**src/hw/rtl/tfnm_pkg.sv**
```systemverilog
package tfnm_pkg;

  localparam int unsigned VW = 24;
  localparam int unsigned EW = 20;
  localparam int unsigned CW = 23;

  localparam logic MODE_INSERT = 1'b0;
  localparam logic MODE_CLEAR  = 1'b1;

  typedef struct packed {
    logic          mode;
    logic [EW-1:0] element_id;
    logic [VW-1:0] vertex_a;
    logic [VW-1:0] vertex_b;
    logic [VW-1:0] vertex_c;
    logic [VW-1:0] vertex_d;
  } in_item_t;

  typedef struct packed {
    logic [EW-1:0] this_element;
    logic [1:0]    face_index;
    logic          matched;
    logic [EW-1:0] neighbor_element;
    logic [1:0]    neighbor_face;
    logic [CW-1:0] surface_total;
    logic [CW-1:0] inner_total;
    logic          table_full;
    logic          last;
  } out_item_t;

  // One face job handed from the front part to the probe engine.
  typedef struct packed {
    logic          clear;
    logic [EW-1:0] elem;
    logic [1:0]    face;
    logic [VW-1:0] hi;
    logic [VW-1:0] mid;
    logic [VW-1:0] lo;
  } face_job_t;

endpackage

```
**src/hw/rtl/tfnm_fifo.sv**
```systemverilog
module tfnm_fifo (
  input  logic                clk,
  input  logic                rst_n,
  input  logic                wr_valid,
  output logic                wr_ready,
  input  tfnm_pkg::face_job_t wr_data,
  output logic                rd_valid,
  input  logic                rd_ready,
  output tfnm_pkg::face_job_t rd_data
);

  tfnm_pkg::face_job_t mem_r [2];
  logic                wp_r, rp_r;
  logic [1:0]          cnt_r;

  assign wr_ready = cnt_r != 2'd2;
  assign rd_valid = cnt_r != 2'd0;
  assign rd_data  = mem_r[rp_r];

  always_ff @(posedge clk) begin
    if (!rst_n) begin
      wp_r  <= 1'b0;
      rp_r  <= 1'b0;
      cnt_r <= 2'd0;
    end else begin
      if (wr_valid && wr_ready) wp_r <= !wp_r;
      if (rd_valid && rd_ready) rp_r <= !rp_r;
      cnt_r <= cnt_r + {1'b0, wr_valid && wr_ready} - {1'b0, rd_valid && rd_ready};
    end
  end

  always_ff @(posedge clk) begin
    if (wr_valid && wr_ready) mem_r[wp_r] <= wr_data;
  end

endmodule

```
**config.mk**
```make
export PLATFORM = sky130hd
export DESIGN_NAME = tfnm_fifo
export DESIGN_NICKNAME = d
export VERILOG_FILES = /design/src/hw/rtl/tfnm_pkg.sv /design/src/hw/rtl/tfnm_fifo.sv
export SDC_FILE = /design/constraint.sdc
export NUM_CORES = 1
export LEC_CHECK = 0
export BUFFER_PORTS_ARGS = -buffer_cell sky130_fd_sc_hd__buf_2
export CAP_MARGIN = 10
export CORE_ASPECT_RATIO = 1.1
export CORE_MARGIN = 1
export CORE_UTILIZATION = 47
export DETAILED_ROUTE_END_ITERATION = 8
export PLACE_DENSITY = 0.75
export SYNTH_ARGS = -nofsm -noshare
export SYNTH_HDL_FRONTEND = slang
export SYNTH_SLANG_ARGS = --single-unit
```
**constraint.sdc**
```tcl
create_clock -name clk -period 3.3 [get_ports clk]
set_clock_uncertainty 0.1 [all_clocks]
set_input_delay 0.165 -clock clk [delete_from_list [all_inputs] [get_ports clk]]
set_output_delay 0.165 -clock clk [all_outputs]
set_load 0.02 [all_outputs]
```
==> flow_summary.json <==
{
  "grt.total_usage": 0.1854,
  "postRouteWirelength_mm": 14.03,
  "cts_tree": "done",
  "power_leakage_nw": 3.902,
  "rsz0062_at_grt": "no",
  "worst_pin_slew_ns": 0.6525,
  "syn-cell-area_mm2": 0.007336,
  "start_util": 0.4835,
  "holdCritPathClass": "in -> reg",
  "ctsResizeCount": 0,
  "clkTransAtPathRegs_ns": 0.06,
  "yosys_warnings": 0,
  "via_per_inst": 4.819,
  "path_class": "reg -> out",
  "grt_pass1_vias": 4443,
  "io-pin-count": 196,
  "outcome": "complete, no violations",
  "finalMaxSlewViolations": 0,
  "synth_edf_count": 190,
  "power_density_mw_per_mm2": 682.0,
  "cts_buffers": 17,
  "r2r_start": "cnt_r[0]$_SDFF_PN0_",
  "fp.dieArea_mm2": 0.01611,
  "crit_path_max_fanout": 35,
  "ys.flop_type": "edfxtp_1",
  "timing.rr.end": "mem_r[0][15]$_DFFE_PP_",
  "syn_inst": 326,
  "ctsRootBufferMaster": "clkbuf_16",
  "layout_min_cycle_time_ns": 2.448,
  "io_buffers": 195,
  "multi_input_area_mm2": 0.001425,
  "htree_levels": 4,
  "synthToLayoutAreaGrowth_pct": 37.85,
  "hpwl_mm": 8.658,
  "grt_pass1_wl_mm": 22.00,
  "max_freq_ghz": 0.4085,
  "ctsLongestPathBuffers": 2,
  "final_nets": 729,
  "power_mw": 6.897,
  "arrival_ns": 2.18,
  "slowest_stage": "dfxtp_4",
  "nFillCells": 1029,
  "cts_sinks": 195,
  "globalRouteOverflowTotal": 0,
  "layout-drive-gt1-share": 0.5148,
  "drc": 0,
  "synth_cell_types": 26,
  "worstSetupEndpoint": "rd_data[0]",
  "avgSynthCellArea_um2": 22.50,
  "hold_viol": 0,
  "synth_fp_nets": 426,
  "die_x_um": 121.1,
  "antenna_found_initial": 1,
  "r2r_cells": 4,
  "grt_max_degree": 64,
  "clk_latency_ns": 0.43,
  "maxCapViolCount": 0,
  "rrSetupSlack_ns": 1.18,
  "fin_crit_sh": 0.7418,
  "regArea_mm2": 0.005809,
  "coreArea_mm2": 0.01517,
  "seq_area_frac_synth": 0.7914,
  "slew_headroom": 0.5650,
  "synthArstFlopShare": 0,
  "min_from": "wr_valid",
  "first_iter_violations": 244,
  "start_kind": "flop",
  "num_vias": 4038,
  "ys_ff_latch": 195,
  "fp-row-count": 47,
  "slowest_delay_ns": 0.78,
  "dr.pass1.iters": 4,
  "finalSetupTns_ns": 0,
  "dieHeight_um": 133.0,
  "irDropWorstVdd_mv": 0.4446,
  "wl_per_cell_um": 16.74,
  "setup_viol": 0,
  "crit_chain": "buf_4, mux2_2, buf_2",
  "drt.antenna.violating_nets": 0,
  "gp_congestion": 0.7047,
  "critPathCaptureType": "output pin",
  "required_ns": 3.03
}
synthesized netlist by cell type, types with 2 or more instances:
| library cell | count | area share |
|---|---|---|
| edfxtp_1 | 190 | 0.78 |
| mux2_2 | 45 | 0.069 |
| and3_1 | 2 | 0.0017 |
| inv_1 | 2 | 0.0010 |
| mux2_4 | 50 | 0.10 |
| o21ai_0 | 2 | 0.0014 |
| buf_2 | 4 | 0.0027 |
| dfxtp_1 | 5 | 0.014 |
| buf_6 | 6 | 0.0092 |
| nor2_1 | 4 | 0.0020 |
flip-flops by register name, summed over array words and instances (netlist names), named ones only:
name / cells
mem_r: 190
wp_r: 1
rp_r: 1
cnt_r: 2
where the power goes:
| group | switching, mW | total, mW | internal [mW] |
|---|---|---|---|
| clock network | 0.857 | 2.12 | 1.27 |
| registers | 0.129 | 3.14 | 3.01 |
| logic | 0.869 | 1.64 | 0.767 |
| total | 1.85 | 6.90 | 5.04 |
layout make-up:
type	count	share of cell area
tap	196	0.02425
timing repair buffer	295	0.1982
sequential	195	0.5745
clock inverter	12	0.01806
inverter	2	0.0009899
antenna	1	0.0002475
clock buffer	19	0.04281
multi-input combinational	118	0.1409
cells by family after synthesis:
logic type / after synthesis / synth area share
AO/OA/AOI/OAI: 6 / 0.005969
multiplexers: 95 / 0.1714
AND/OR/NAND/NOR: 15 / 0.01331
buffers and inverters: 13 / 0.01501
flip-flops: 195 / 0.7914
adder cells (fa/ha/maj): 1 / 0.001705
XOR/XNOR: 1 / 0.001194
metal layers:
layer / up-vias / GRT usage / routed length [um]
met4: 0 / 0.08642 / 278
met3: 21 / 0.05388 / 774
met5: - / 0 / 0
met1: 1968 / 0.2012 / 5336
met2: 141 / 0.3302 / 7642
li1: 1908 / - / -
cells in the final DEF, fill, tap and decap left out, drive strengths merged, types with 2 or more instances in the layout:
cell type / synthesis / layout
buf: 11 / 199
edfxtp: 190 / 190
dlygate4sd3: 0 / 96
mux2: 95 / 95
clkbuf: 0 / 19
clkinv: 0 / 5
dfxtp: 5 / 5
nor2: 4 / 4
bufinv: 0 / 4
inv: 2 / 3
o21ai: 2 / 2
clkinvlp: 0 / 2
and3: 2 / 2
worst min path at each step:
stage,endpoint,cells after the start
after floorplan,mem_r[0][0]$_DFFE_PP_,0
after global placement,mem_r[0][35]$_DFFE_PP_,1
after detailed placement,mem_r[1][52]$_DFFE_PP_,1
after CTS,wp_r$_SDFFE_PN0P_,3
after global routing,wp_r$_SDFFE_PN0P_,3
final,wp_r$_SDFFE_PN0P_,3
through the flow:
step | cell area (um^2) | worst slack [ns] | utilization | hold WS (ns) | std cells
after floorplan | 7337 | 0.09696 | - | 0.1639 | 326
after global placement | 8533 | 1.231 | 0.5624 | 0.2522 | 710
after detailed placement | 8533 | 1.171 | 0.5624 | 0.2564 | 710
after CTS | 10110 | 0.8119 | 0.6663 | 0.02487 | 837
after global routing | 10110 | 0.7541 | 0.6665 | 0.05192 | 838
final | 10110 | 0.8520 | 0.6665 | 0.05099 | 838
critical path: cells and delay by family (launching register included):
family,cells,cell delay [ns]
buffers and inverters,2,0.59
DFF,1,0.78
muxes,1,0.37
what timing repair did:
| action | 4_1_cts | 5_1_grt |
|---|---|---|
| hold buffers | 96 | 0 |
| buffers inserted | 0 | 0 |
| endpoints found under the hold margin | 195 | 0 |
No activity file was read; power rests on OpenSTA's default activity.
