$ cat src/hw/rtl/tfnm_pkg.sv
package tfnm_pkg;

  localparam int unsigned VW = 24;
  localparam int unsigned EW = 20;
  localparam int unsigned CW = 23;

  localparam logic MODE_INSERT = 1'b0;
  localparam logic MODE_CLEAR  = 1'b1;

  typedef struct packed {
    logic          mode;
    logic [EW-1:0] element_id;
    logic [VW-1:0] vertex_a;
    logic [VW-1:0] vertex_b;
    logic [VW-1:0] vertex_c;
    logic [VW-1:0] vertex_d;
  } in_item_t;

  typedef struct packed {
    logic [EW-1:0] this_element;
    logic [1:0]    face_index;
    logic          matched;
    logic [EW-1:0] neighbor_element;
    logic [1:0]    neighbor_face;
    logic [CW-1:0] surface_total;
    logic [CW-1:0] inner_total;
    logic          table_full;
    logic          last;
  } out_item_t;

  // One face job handed from the front part to the probe engine.
  typedef struct packed {
    logic          clear;
    logic [EW-1:0] elem;
    logic [1:0]    face;
    logic [VW-1:0] hi;
    logic [VW-1:0] mid;
    logic [VW-1:0] lo;
  } face_job_t;

endpackage

$ cat src/hw/rtl/tfnm_front.sv
module tfnm_front (
  input  logic                clk,
  input  logic                rst_n,
  input  logic                in_valid,
  output logic                in_ready,
  input  tfnm_pkg::in_item_t  in_data,
  output logic                job_valid,
  input  logic                job_ready,
  output tfnm_pkg::face_job_t job
);

  tfnm_pkg::in_item_t item_r;
  logic               busy_r;
  logic [1:0]         face_r;
  logic [tfnm_pkg::VW-1:0] a, b, c, t0, t1, t2, m0, m1, m2;

  assign in_ready  = !busy_r;
  assign job_valid = busy_r;

  // Face f takes vertices f+1, f+2, f+3 (mod 4).
  always_comb begin
    case (face_r)
      2'd0: begin a = item_r.vertex_b; b = item_r.vertex_c; c = item_r.vertex_d; end
      2'd1: begin a = item_r.vertex_c; b = item_r.vertex_d; c = item_r.vertex_a; end
      2'd2: begin a = item_r.vertex_d; b = item_r.vertex_a; c = item_r.vertex_b; end
      default: begin a = item_r.vertex_a; b = item_r.vertex_b; c = item_r.vertex_c; end
    endcase
    t0 = (a < b) ? b : a;
    t1 = (a < b) ? a : b;
    m1 = (t1 < c) ? c : t1;
    t2 = (t1 < c) ? t1 : c;
    m0 = (t0 < m1) ? m1 : t0;
    m2 = (t0 < m1) ? t0 : m1;
    job.clear = item_r.mode == tfnm_pkg::MODE_CLEAR;
    job.elem  = item_r.element_id;
    job.face  = face_r;
    job.hi    = m0;
    job.mid   = m2;
    job.lo    = t2;
  end

  always_ff @(posedge clk) begin
    if (!rst_n) begin
      busy_r <= 1'b0;
      face_r <= 2'd0;
    end else if (!busy_r) begin
      if (in_valid) begin
        busy_r <= 1'b1;
        face_r <= 2'd0;
      end
    end else if (job_ready) begin
      face_r <= face_r + 2'd1;
      if (job.clear || face_r == 2'd3) begin
        busy_r <= 1'b0;
      end
    end
  end

  always_ff @(posedge clk) begin
    if (!busy_r && in_valid) begin
      item_r <= in_data;
    end
  end

endmodule

$ cat config.mk
export PLATFORM = sky130hd
export DESIGN_NAME = tfnm_front
export DESIGN_NICKNAME = d
export VERILOG_FILES = /design/src/hw/rtl/tfnm_pkg.sv /design/src/hw/rtl/tfnm_front.sv
export SDC_FILE = /design/constraint.sdc
export NUM_CORES = 1
export LEC_CHECK = 0
export ABC_AREA = 1
export BUFFER_PORTS_ARGS = -buffer_cell sky130_fd_sc_hd__buf_2
export CORE_AREA = 4 4 179 94
export DETAILED_ROUTE_END_ITERATION = 10
export DIE_AREA = 0 0 183 98
export PLACE_DENSITY = 0.85
export REMOVE_ABC_BUFFERS = 1
export SLEW_MARGIN = 20
export SYNTH_ARGS = -nofsm -noshare
export SYNTH_HDL_FRONTEND = slang
export SYNTH_SLANG_ARGS = --single-unit
$ cat constraint.sdc
create_clock -name clk -period 14.6 [get_ports clk]
set_clock_uncertainty 0.05 [all_clocks]
set_input_delay 2.92 -clock clk [delete_from_list [all_inputs] [get_ports clk]]
set_output_delay 2.92 -clock clk [all_outputs]
set_load 0.01 [all_outputs]
==> run_results.csv <==
group,metric,value,unit
worst_setup_path,cp-startpoint,"face_r[1]",
power,p_leak,0.004914,µW
sta,tightestPinTransition,0.9653,ns
power,pwr-share-seq,22.9,%
floorplan,die_h,98,µm
worst_setup_path,cp.arrival,10.16,ns
run,cap_violations,0,
sta,slew_viol_final,0,
power,clkPwrFrac,22.7,%
drt,drc_errors,1,
sta,finalSetupViolCount,0,
synth,synthesis.area,8879,µm²
final_layout,drive_above_1_share,20.93,%
floorplan,start_util,58.36,%
worst_setup_path,ff2ff_path_depth,3,
worst_setup_path,critPathCaptureType,"output port",
synth,synth-seq-area-share,40.25,%
final_layout,nFillCells,1241,
synth,synthTopCellsByArea,"edfxtp_1 40%, nand2_1 12%, ha_1 10%",
placed_design,routabilityCongestion,0.9368,
drt,antenna_left,0,
final_layout,nets,1476,
final_layout,areaGrowthSynthToFinish,17.69,%
min_path,hold_path.class,"reg -> reg",
power,sw_frac_of_total,45.69,%
power,p_per_area,173.2,nW/µm²
synth,synth_compound_area_share,22.28,%
grt,grt_first_pass_wirelength,42020,µm
worst_setup_path,r2r_slack,12.22,ns
clock_network,cts_root_buffer,"clkbuf_16",
floorplan,ios,218,
worst_setup_path,reg2reg_from,"job_valid",
synth,synth_mux_area_share,0,%
power,peakVddDrop,0.09914,mV
power,power_switching,827.1,µW
floorplan,die-area,17930,µm²
placed_design,place_hpwl,19000,µm
worst_setup_path,critPathBufInv,8,
min_path,hold_depth,2,
synth,synth_cells,1125,
synth,synth-simple-area-share,16.95,%
grt,grt.total_usage,28.92,%
worst_setup_path,cpLargestDelayFamily,"simple AND/OR/NAND/NOR gates",
clock_network,clk_pin_slew,0.06,ns
clock_network,cts_inserted_buffers,17,
clock_network,clockBufferDepth,2,
clock_network,htreeDepth,4,
drt,vias,9022,
status,status,"finished with violations",
floorplan,fp.dieW,183,µm
final_layout,design_area,10450,µm²
synth,synth_common_cells,"286 x nand2_1, 169 x o21ai_0, 117 x edfxtp_1",
power,internal-power,983.1,µW
floorplan,fp.coreArea,15210,µm²
synth,yosys.area.top_type_share,39.57,%
sta,max_freq,0.07615,GHz
drt,finalWirelength,26620,µm
worst_setup_path,crit_path_max_incr_delay,0.71,ns
synth,synth_xor_area_share,0,%
synth,syn_area_per_cell,7.892,µm²
clock_network,ctsResizeCount,0,
synth,synth_top_family_by_area,"compound AO/OA/AOI/OAI gates",
final_layout,antenna_cells,0,
sta,rsz0062_at_grt,"false",
clock_network,clock-sinks,120,
power,p_comb_share,54.4,%
grt,grt_max_degree,85,
drt,firstDrtPassIters,9,
clock_network,clk_latency,0.42,ns
worst_setup_path,cp_max_fo,84,
sta,fin_crit_sh,89.94,%
min_path,holdPathEnd,"face_r[1]",
worst_setup_path,start_kind,"flip-flop",
worst_setup_path,slowest_stage,"nand2_4",
sta,fin_crit,13.13,ns
floorplan,rows,32,
grt,antenna_found_initial,0,
placed_design,place_inst,1467,
worst_setup_path,r2r_end,"item_r[2]",
status,violations,"design-rule violations",
min_path,worstHoldStart,"face_r[1]",
clock_network,cts_tree,"done",
synth,synth.distinct_cells,31,
placed_design,placed_cell_area,9871,µm²
grt,grt-ovfl-total,0,
drt,wl_per_cell,17.76,µm
clock_network,hold_buffers,0,
synth,ys_warn_count,0,
placed_design,numPortBuffers,217,
worst_setup_path,cp.required,11.63,ns
sta,slew_headroom,35.42,%
synth,synth_most_common_cell,"nand2_1",
synth,ys.flop_type,"edfxtp_1",
final_layout,stdcell_count,1499,
clock_network,postCtsSetupBuffers,0,
sta,fin_setup_tns,0,ns
grt,grt_pass1_vias,8618,
synth,synth_edf_count,117,
worst_setup_path,worstSetupPathType,"reg -> out",
synth,async_reset_ff_share,0,%
worst_setup_path,path_common_cell,"nand2_1",
sta,finalHoldViolCount,0,
synth,synth_adder_area_share,10.29,%
synth,ys_ff_latch,120,
drt,drt_iter0_drc,1006,
drt,vias_per_cell,6.019,
synth,synth_top_area_cell,"edfxtp_1",
-- power by group through the flow --
stage	Clock [µW]	Combinational, µW	Sequential [µW]
finish	411	984	415
CTS	413	975	414
floorplan	0	605	424
detailed placement	0	966	421
global route	432	1090	416
global placement	0	941	420
-- area by class of cell --
type	count	area (µm²)	share of cell area [%]
sequential	120	3573	34.20
clock buffer	18	429.2	4.107
timing repair buffer	229	1189	11.38
inverter	116	441.7	4.227
tap	204	255.2	2.443
multi-input combinational	798	4423	42.33
clock inverter	14	137.6	1.317
-- kinds of logic (layout without fill, tap and decap cells) --
kind of cell	count (synthesis)	in the layout
and+or+nand+nor	373	373
AOI/OAI and AO/OA	352	352
buffers and inverters	207	377
DFF	120	120
adders and majority gates	73	73
-- per-layer routing --
metal  track usage [%]  wire length (µm)  vias to the layer above
met5                 0                 0                        -
met4             10.01               494                        0
met3             6.922              2780                       69
met2             46.60             12160                      532
met1             38.53             11180                     4156
li1                  -                 -                     4265
-- worst max path at each step --
stage                    to  slack (ns)  cells past startpoint
floorplan           job[24]        0.43                     32
global placement    job[55]        1.83                     34
detailed placement  job[27]        1.37                     34
CTS                 job[30]        0.82                     35
global route        job[30]        0.41                     34
finish              job[30]        1.47                     36
-- flip-flops by register name (all words and copies together), names as in the netlist --
name and flops:
job_valid 1, job 21, item_r 96, face_r 2
-- layout by cell type, fill, tap and decap left out, types with 4 or more instances in the layout --
cell type  instances
a211oi_1          29
a21oi_1           53
buf_2            217
buf_4             11
clkbuf_16         17
edfxtp_1         117
ha_1              72
inv_1            111
inv_6              7
nand2_1          286
nand3_1           53
nand4_1            4
nor2_1            17
o21ai_0          169
o221ai_1           5
o22ai_1           90
-- tightest hold or removal path: stages (launching register included) --
cell and delay, ns:
dfxtp_1 0.35, nand2_1 0.08, a21oi_1 0.05
-- stage by stage --
| step | hold slack (ns) | utilization [%] | worst slack [ns] | total power (µW) |
|---|---|---|---|---|
| 3_5_place_dp | 0.4703 | 64.88 | 1.366 | 1388 |
| 4_1_cts | 0.4788 | 68.60 | 0.8195 | 1803 |
| 6_report | 0.4798 | 68.68 | 1.469 | 1810 |
| 2_1_floorplan | 0.4730 | - | 0.4309 | 1029 |
| 5_1_grt | 0.5156 | 68.68 | 0.4094 | 1940 |
| 3_3_place_gp | 0.4430 | 64.88 | 1.827 | 1362 |
(Power assumes the default switching activity.)
